<file path="src/design/assert_macros.svh">
// Assertion macros shared by the console writer RTL.
// Included by files that carry concurrent assertions; no other dependencies.
`ifndef ASSERT_MACROS_SVH
`define ASSERT_MACROS_SVH

// Same-cycle implication, sampled on the rising clock edge, off during reset.
`define ASSERT_IMPLY(label, clk, rst, ante, cons, msg) \
   label: assert property (@(posedge clk) disable iff (rst) (ante) |-> (cons)) else $error(msg);

// Next-cycle implication, sampled on the rising clock edge, off during reset.
`define ASSERT_NEXT(label, clk, rst, ante, cons, msg) \
   label: assert property (@(posedge clk) disable iff (rst) (ante) |=> (cons)) else $error(msg);

`endif

</file>
<file path="src/design/tcw_pkg.sv">
// Package for the text console writer: op codes, FSM states, command/status structs.
// No dependencies; imported by the controller, datapath and top level.
package tcw_pkg;

   localparam int OP_W      = 2;
   localparam int CHAR_W    = 8;
   localparam int ATTR_W    = 8;
   localparam int INDEX_W   = 11;
   localparam int ROW_OUT_W = 5;
   localparam int COL_OUT_W = 7;
   localparam int CELL_W    = CHAR_W + ATTR_W;

   localparam logic [CHAR_W-1:0] BLANK_CHAR   = 8'h20;
   localparam logic [CHAR_W-1:0] NEWLINE_CHAR = 8'h0A;
   localparam logic [ATTR_W-1:0] RESET_COLOUR = 8'h0F;

   typedef enum logic [1:0] {
      OP_PRINT = 2'd0,
      OP_CLEAR = 2'd1,
      OP_READ  = 2'd2
   } tcw_op_type;

   typedef enum logic [2:0] {
      ST_INIT,
      ST_IDLE,
      ST_DECODE,
      ST_SCROLL,
      ST_BLANK,
      ST_WRITE,
      ST_READ_WAIT,
      ST_RESPOND
   } tcw_state_type;

   typedef struct packed {
      logic accept;
      logic newline;
      logic ptr_clear;
      logic scroll_step;
      logic blank_step;
      logic reset_colour;
      logic write_char;
      logic read_issue;
      logic read_capture;
   } tcw_cmd_type;

   typedef struct packed {
      tcw_op_type op;
      logic       is_newline;
      logic       col_full;
      logic       row_last;
      logic       idx_in_range;
      logic       copy_done;
      logic       blank_done;
   } tcw_status_type;

endpackage

</file>
<file path="src/design/tcw_controller.sv">
// Console writer sequencer: FSM that steps the datapath through each transaction.
// Depends on tcw_pkg.
module tcw_controller import tcw_pkg::*; (
   input  logic           clock,
   input  logic           reset,
   input  logic           start,
   input  tcw_status_type status,
   output tcw_cmd_type    cmd,
   output logic           busy,
   output logic           rsp_valid
);

   tcw_state_type state_ff, state_in;

   always_ff @(posedge clock) begin
      if (reset) begin
         state_ff <= ST_INIT;
      end else begin
         state_ff <= state_in;
      end
   end

   // next state
   always_comb begin
      state_in = state_ff;
      case (state_ff)
         ST_INIT: begin
            if (status.blank_done) state_in = ST_IDLE;
         end
         ST_IDLE: begin
            if (start) state_in = ST_DECODE;
         end
         ST_DECODE: begin
            case (status.op)
               OP_PRINT: begin
                  if (status.is_newline || status.col_full) begin
                     if (status.row_last)        state_in = ST_SCROLL;
                     else if (status.is_newline) state_in = ST_RESPOND;
                     else                        state_in = ST_WRITE;
                  end else begin
                     state_in = ST_WRITE;
                  end
               end
               OP_CLEAR: state_in = ST_BLANK;
               OP_READ:  state_in = status.idx_in_range ? ST_READ_WAIT : ST_RESPOND;
               default:  state_in = ST_RESPOND;
            endcase
         end
         ST_SCROLL: begin
            if (status.copy_done) state_in = ST_BLANK;
         end
         ST_BLANK: begin
            if (status.blank_done) begin
               if (status.op == OP_PRINT && !status.is_newline) state_in = ST_WRITE;
               else                                             state_in = ST_RESPOND;
            end
         end
         ST_WRITE:     state_in = ST_RESPOND;
         ST_READ_WAIT: state_in = ST_RESPOND;
         ST_RESPOND:   state_in = ST_IDLE;
         default:      state_in = ST_IDLE;
      endcase
   end

   // outputs
   always_comb begin
      cmd       = '0;
      busy      = (state_ff != ST_IDLE);
      rsp_valid = (state_ff == ST_RESPOND);
      case (state_ff)
         ST_INIT: begin
            cmd.blank_step   = 1'b1;
            cmd.reset_colour = 1'b1;
         end
         ST_IDLE: begin
            cmd.accept = start;
         end
         ST_DECODE: begin
            case (status.op)
               OP_PRINT: begin
                  if (status.is_newline || status.col_full) begin
                     cmd.newline   = 1'b1;
                     cmd.ptr_clear = status.row_last;
                  end
               end
               OP_CLEAR: cmd.ptr_clear  = 1'b1;
               OP_READ:  cmd.read_issue = status.idx_in_range;
               default:  cmd = '0;
            endcase
         end
         ST_SCROLL:    cmd.scroll_step  = 1'b1;
         ST_BLANK:     cmd.blank_step   = 1'b1;
         ST_WRITE:     cmd.write_char   = 1'b1;
         ST_READ_WAIT: cmd.read_capture = 1'b1;
         default:      cmd = '0;
      endcase
   end

endmodule

</file>
<file path="config.mk">
export PLATFORM = sky130hd
export DESIGN_NAME = tcw_controller
export DESIGN_NICKNAME = d
export VERILOG_FILES = /design/src/design/assert_macros.svh /design/src/design/tcw_pkg.sv /design/src/design/tcw_controller.sv
export SDC_FILE = /design/constraint.sdc
export NUM_CORES = 1
export LEC_CHECK = 0
export BUFFER_PORTS_ARGS = -buffer_cell sky130_fd_sc_hd__buf_2
export CORE_AREA = 4 4 41 43
export CTS_BUF_LIST = sky130_fd_sc_hd__clkbuf_8
export CTS_CLUSTER_DIAMETER = 100
export CTS_CLUSTER_SIZE = 10
export DETAILED_ROUTE_END_ITERATION = 7
export DIE_AREA = 0 0 45 47
export SLEW_MARGIN = 10
export SYNTH_ARGS = -nofsm -noshare
export SYNTH_HDL_FRONTEND = slang
export SYNTH_SLANG_ARGS = --single-unit
export TNS_END_PERCENT = 10
</file>
<file path="constraint.sdc">
create_clock -name clock -period 3 [get_ports clock]
set_clock_uncertainty 0.1 [all_clocks]
set_input_delay 0.3 -clock clock [delete_from_list [all_inputs] [get_ports clock]]
set_output_delay 0.3 -clock clock [all_outputs]
set_load 0.02 [all_outputs]
</file>
======== After elaboration in Yosys (flattened, before gate mapping) ========
Index checks and enable logic that the tools add are counted.
word-level totals
  input bits .............................. 11
  bits in registers ....................... 3
  output and inout bits ................... 11
cells by class
  reductions and logical operators ........ 8
  equality and inequality tests ........... 14
  multiplexer cells ....................... 23
operator list
  cell                                                                     number
  3-bit one-hot mux with 7 select lines                                    1
  3-bit 2-to-1 mux                                                         6
  3-bit == test, second input constant                                     4
  1-bit 2-to-1 mux                                                         10
  3-bit one-hot mux with 3 select lines                                    1
  2-bit 2-to-1 mux                                                         4
  2-bit inequality test, second input constant                             4
  3-bit by 2-bit == test with 1-bit output, second input constant          2
  4-bit AND reduction                                                      1
  2-bit OR reduction                                                       2
  3-bit by 1-bit == test with 1-bit output, second input constant          1
  3-bit zero test                                                          1
  3-bit by 1-bit inequality test with 1-bit output, second input constant  1
  2-bit by 1-bit == test with 1-bit output, second input constant          1
  2-bit == test, second input constant                                     1
  2-bit zero test                                                          1
  1-bit one-hot mux with 2 select lines                                    1
  1-bit logical AND                                                        1
  1-bit zero test                                                          1
  1-bit logical OR                                                         1

======== Longest topological paths before layout ========
Gate-level depths: netlist of the first run.
  depth in word-level cells ............... 5
  gate-level depth with buffers ........... 5
  depth with buffers taken out ............ 5

======== Worst setup path before layout of the first run ========
OpenSTA, ideal clock, no wires.
  kind .................................... input to output
  start point ............................. input port status[6] (netlist name)
  end point ............................... output port cmd[6] (netlist name)
  arrival time ............................ 1.239 ns
  buffers on the path ..................... 0
  stages on the path ...................... 5
  path slack .............................. 1.361 ns
  data required time ...................... 2.600 ns
  path through ............................ inv_1 ha_1 inv_1 or2_2 a21oi_1
RTL lines
  what                RTL line             text
  start: declaration  tcw_controller.sv:7  input tcw_status_type status,
  end: declaration    tcw_controller.sv:8  output tcw_cmd_type cmd,

==> run metrics, run 1 <==
Sum Neg Setup Slack 0 ns; Final Hold Viols 0; RSZ-0062 raised after global routing no; Die Span X 45 um; crit path kind flip-flop to output port; Hold/Removal Path Class primary input to flip-flop; largest net degree at the start of global routing 18; DP HPWL 812 um; Placed Cells 89; Final Max Slew Viols 0; most common cell after layout, fill and taps aside buf_2; Post-CTS Setup Bufs 0; area of the multi-input gates 282 um^2; max reg flops 3; DR pass1 iterations 2; #FFs+latches synth 3; most frequent cells in the layout 21 x buf_2, 7 x nor2_1, 7 x inv_1; Util after Layout 0.410; max frequency 511 MHz; area occupied by registers 60.1 um^2; critical path peak fanout 17; setup slack after layout roughly 1.0 ns; Initial DRC Count 7; global-route wire length before repair about 1700 um; GRT Residual Overflow 0; H-tree depth 1; relative slew slack 0.682; crit start category flip-flop; routability-driven placement congestion ratio 0.732; pwr dens ~380 nW/um^2; most flop-heavy register state_ff; post-synthesis net count slightly above 70; status complete, no violations; Critical Path RT between 2 and 3 ns; TritonCTS buffer count 3; Peak VDD IR 0.163 mV; Period minus WS final 1.96 ns; Routed Antenna Nets 0; clock sinks 3; Starting Density 0.291; Via density 4.85; pre-CTS setup slack 1.12 ns; Synth area leader dfxtp_1; number of fill cells 155; hold_buf cts 0; post_cts resized 0; die area 2120 um^2; # setup viols final 0; post-synth cell types 26; clk_lat worst skew 0.21 ns; cell chain of the critical path or3b_4 -> a21oi_1 -> buf_2; Regs by FF count state_ff (3); area grow syn2layout 40.6%; top cell type's share of synthesized area 0.158; sequential share of the synthesized area 0.158; clk buf depth 2; Synth Cell Area about 380 um^2; Slowest cell on crit path dfxtp_1; Tcrit/Tclk final 0.652; Synth Area per Inst about 6.7 um^2; Yosys warning count 0; Slew @ Worst Pin 0.476 ns; Max-Cap Viols 0; top cells by area in the synthesized netlist dfxtp_1 16%, ha_1 13%, nor2_1 6.9%, and3_1 6.6%, inv_1 5.9%; # rows 13; Clock Tree Root clkbuf_8; GR Util All Layers 0.106; Core Region 1300 um^2; post-DR wirelength/cell 10.9 um; layout cells sized above 1 0.346; Worst Path Arrival roughly 1.6 ns; DR DRC count 0; Gate Count Post-Synth 57; Buffers on Ports 21; initial antenna violation count 0; via count 451; CP endpoint kind output port; Post-Route WL ~1000 um; Ant. Diodes 0; vias in the first global route 420; Non-Filler Instances 93; CTS tree built; max incr delay on CP 0.58 ns; Top Ports 22; die height 47 um; Pleak 0.274 nW; Worst-path clk slew 0.03 ns; Nets 94
[worst paths after layout]
kind / from / end / slack [ns] / cells past startpoint
setup / recovery: state_ff[1]$_SDFFE_PP0P_ / cmd[6] / 1.04 / 3
hold reg to reg: state_ff[2]$_SDFFE_PP0P_ / state_ff[0]$_SDFFE_PP0P_ / 0.56 / 2
setup reg to reg: state_ff[1]$_SDFFE_PP0P_ / state_ff[1]$_SDFFE_PP0P_ / 1.13 / 3
hold / removal: reset / state_ff[1]$_SDFFE_PP0P_ / 0.18 / 2
[cell type report]
cell class | count | share of cell area
Clock buffer | 3 | 0.0775
Clock inverter | 1 | 0.00704
Inverter | 6 | 0.0423
Multi-Input combinational cell | 44 | 0.528
Sequential cell | 3 | 0.113
Tap cell | 15 | 0.0352
Timing Repair Buffer | 21 | 0.197
[Yosys cell counts]
| master | instances |
|---|---|
| a2111oi_0 | 1 |
| a211oi_1 | 1 |
| a21boi_0 | 1 |
| a21oi_1 | 4 |
| a2bb2oi_1 | 1 |
| a311oi_1 | 1 |
| a31oi_1 | 1 |
| and3_1 | 4 |
| clkbuf_1 | 4 |
| dfxtp_1 | 3 |
| ha_1 | 4 |
| inv_1 | 6 |
| nand2_1 | 5 |
| nor2_1 | 7 |
| nor2b_1 | 1 |
| nor3_1 | 2 |
| nor4_1 | 1 |
| o21ai_0 | 1 |
| o21ai_1 | 1 |
| o21bai_1 | 1 |
| o311ai_0 | 1 |
| o311ai_1 | 1 |
| or2_1 | 1 |
| or2_2 | 2 |
| or3_1 | 1 |
| or3b_4 | 1 |
[critical path: cells and delay by family, from the launching register on]
family | cells | cell delay, ns
AO/OA/AOI/OAI | 1 | 0.13
flip-flops | 1 | 0.58
AND/OR/NAND/NOR | 1 | 0.45
buffers and inverters | 1 | 0.18
[cells by family after synthesis]
logic type	Yosys count	share of synthesized area
DFF	3	0.158
and+or+nand+nor	25	0.340
adders and majority gates	4	0.132
AOI/OAI and AO/OA	15	0.271
buffers and inverters	10	0.0990
[power by group]
| group | internal, mW | total, mW | switching, mW |
|---|---|---|---|
| registers | 0.0419 | 0.0479 | 0.00604 |
| logic | 0.0193 | 0.0432 | 0.0239 |
| clock network | 0.0868 | 0.111 | 0.0238 |
| total | 0.148 | 0.202 | 0.0537 |
[metal layers]
layer	vias to the layer above	GRT usage	wire, um
li1	243	-	-
met1	191	0.127	449
met2	17	0.181	453
met3	0	0.0536	109
met4	0	0	0
met5	-	0	0
[through the flow]
stage | hold WS, ns | power (mW) | instance area, um^2
after floorplan | 0.272 | 0.0745 | 379
after global placement | 0.407 | 0.0916 | 488
after detailed placement | 0.406 | 0.0923 | 488
after CTS | 0.185 | 0.207 | 533
after global routing | 0.194 | 0.217 | 533
final | 0.185 | 0.202 | 533
Note: power is estimated with default switching activity, not from simulation.
==> run 2, diff against run 1 <==
==> constraint.sdc (replaced) <==
create_clock -name clock -period 2 [get_ports clock]
set_clock_uncertainty 0.1 [all_clocks]
set_input_delay 0.2 -clock clock [delete_from_list [all_inputs] [get_ports clock]]
set_output_delay 0.2 -clock clock [all_outputs]
set_load 0.02 [all_outputs]
==> run 2 against run 1 <==
  * Count of clock-buffer cells in the layout unchanged
  * Setup slack worse by 0.71 ns
  * Final cell count up 2.2%
  * First-iteration DRC count up 71%
  * Critical path depth unchanged
  * Sequential power up 35%
  * Total power up 53%
  * Hold slack worse by 0.093 ns
  * Via count up 1.6%
==> run metrics, run 2 (same netlist as run 1, synthesis figures left out) <==
Final Max Slew Viols 0; cell area after layout approximately 550 um^2; layout cells sized above 1 0.363; critical path peak fanout 11; area of the multi-input gates 282 um^2; via count roughly 460; Worst Path Arrival 1.37 ns; most frequent cells in the layout 21 x buf_2, 7 x nor2_1, 7 x inv_1; RSZ-0062 raised after global routing no; Placed Cells 91; Worst-path clk slew approximately 0.03 ns; largest net degree at the start of global routing 17; Final Hold Viols 0; placed cell areas 503 um^2; area grow syn2layout 44.6%; Core Region around 1300 um^2; DR DRC count 0; hold_buf cts 0; vias in the first global route 388; most common cell after layout, fill and taps aside buf_2; Routed Antenna Nets 0; Peak VDD IR roughly 0.28 mV; most flop-heavy register state_ff; Clock Tree Root clkbuf_8; Nets 96; Initial DRC Count 12; Max-Cap Viols 0; die height around 47 um; metal3 WL 114 um; Via density 4.82; max reg flops 3; Pleak 0.284 nW; Net Sw Power 0.0831 mW; Hold Startpoint reset; Non-Filler Instances 95; Critical Path RT ~1.7 ns; Buffers on Ports 21; Logic pwr share 0.245; # rows 13; crit start category flip-flop; Regs by FF count state_ff (3); GR Util All Layers 0.107; Die Span X 45 um; H-tree depth 1; status complete, no violations; top sig layer met3; post_cts resized 0; relative slew slack 0.712; Period minus WS final 1.67 ns; CP endpoint kind output port; overall power 0.308 mW; # setup viols final 0; pwr dens ~560 nW/um^2; initial antenna violation count 0; GRT Residual Overflow 0; die area around 2100 um^2; Slew @ Worst Pin about 0.42 ns; Sum Neg Setup Slack 0 ns; Starting Density 0.291; M1 WL ~490 um; CP startpoint state_ff[2]$_SDFFE_PP0P_; Top Ports 22; crit path kind flip-flop to output port; CTS tree built; TritonCTS buffer count 3; routability-driven placement congestion ratio approximately 0.74; clock sinks 3; number of fill cells 152; Tcrit/Tclk final 0.834; Post-CTS Setup Bufs 0; DR pass1 iterations 4; post-DR wirelength/cell roughly 11 um; FF-to-FF Start state_ff[2]$_SDFFE_PP0P_; clk_lat worst skew ~0.21 ns; max frequency 600 MHz; met2 wire len 412 um; Sw Share 0.270; global-route wire length before repair 1650 um; hold_ws a little over 0.09 ns; power share of the clock group 0.545; clk buf depth 2; Hold/Removal Path Class primary input to flip-flop; Internal Power 0.225 mW; Post-Route WL 1020 um; area occupied by registers 60.1 um^2; sequential power share 0.210; Ant. Diodes 0
## run 2: cell types whose count changed in the layout (fill, tap and decap cells not counted), sizes merged
| cell | change |
|---|---|
| buf | +2 |
## run 2: layout make-up
class                   instances  share of cell area
multi-input cells              44               0.514
repair buffers                 23               0.219
flip-flops and latches          3               0.110
clock buffers                   3              0.0753
inverters                       6              0.0411
well taps                      15              0.0342
clock inverters                 1             0.00685
## run 2: power groups by stage
stage               logic [mW]  clock network, mW  registers [mW]
floorplan               0.0473                  0          0.0644
global placement        0.0755                  0          0.0657
detailed placement      0.0759                  0          0.0655
CTS                     0.0762              0.174          0.0648
global route            0.0835              0.181          0.0651
finish                  0.0754              0.168          0.0648
## run 2: worst paths after layout
check	depth (start not counted)	slack, ns	endpoint
worst min register to register	2	0.56	state_ff[0]$_SDFFE_PP0P_
worst max register to register	3	0.35	state_ff[1]$_SDFFE_PP0P_
worst max-delay path	3	0.33	cmd[6]
worst min-delay path	2	0.09	state_ff[1]$_SDFFE_PP0P_
## run 2: stage by stage
step	utilization	setup slack, ns
6_report	0.421	0.333
3_3_place_gp	0.387	0.381
4_1_cts	0.421	0.322
5_1_grt	0.421	0.253
3_5_place_dp	0.387	0.340
2_1_floorplan	-	0.405
## run 2: metal layers
| layer | up-vias | GRT usage |
|---|---|---|
| li1 | 248 | - |
| met1 | 191 | 0.136 |
| met2 | 19 | 0.155 |
| met3 | 0 | 0.0805 |
| met4 | 0 | 0 |
| met5 | - | 0 |
## run 2: worst max-delay path: stages, from the launching register on
cell	delay, ns
dfxtp_1	0.39
or3b_4	0.45
a21oi_1	0.13
buf_2	0.18
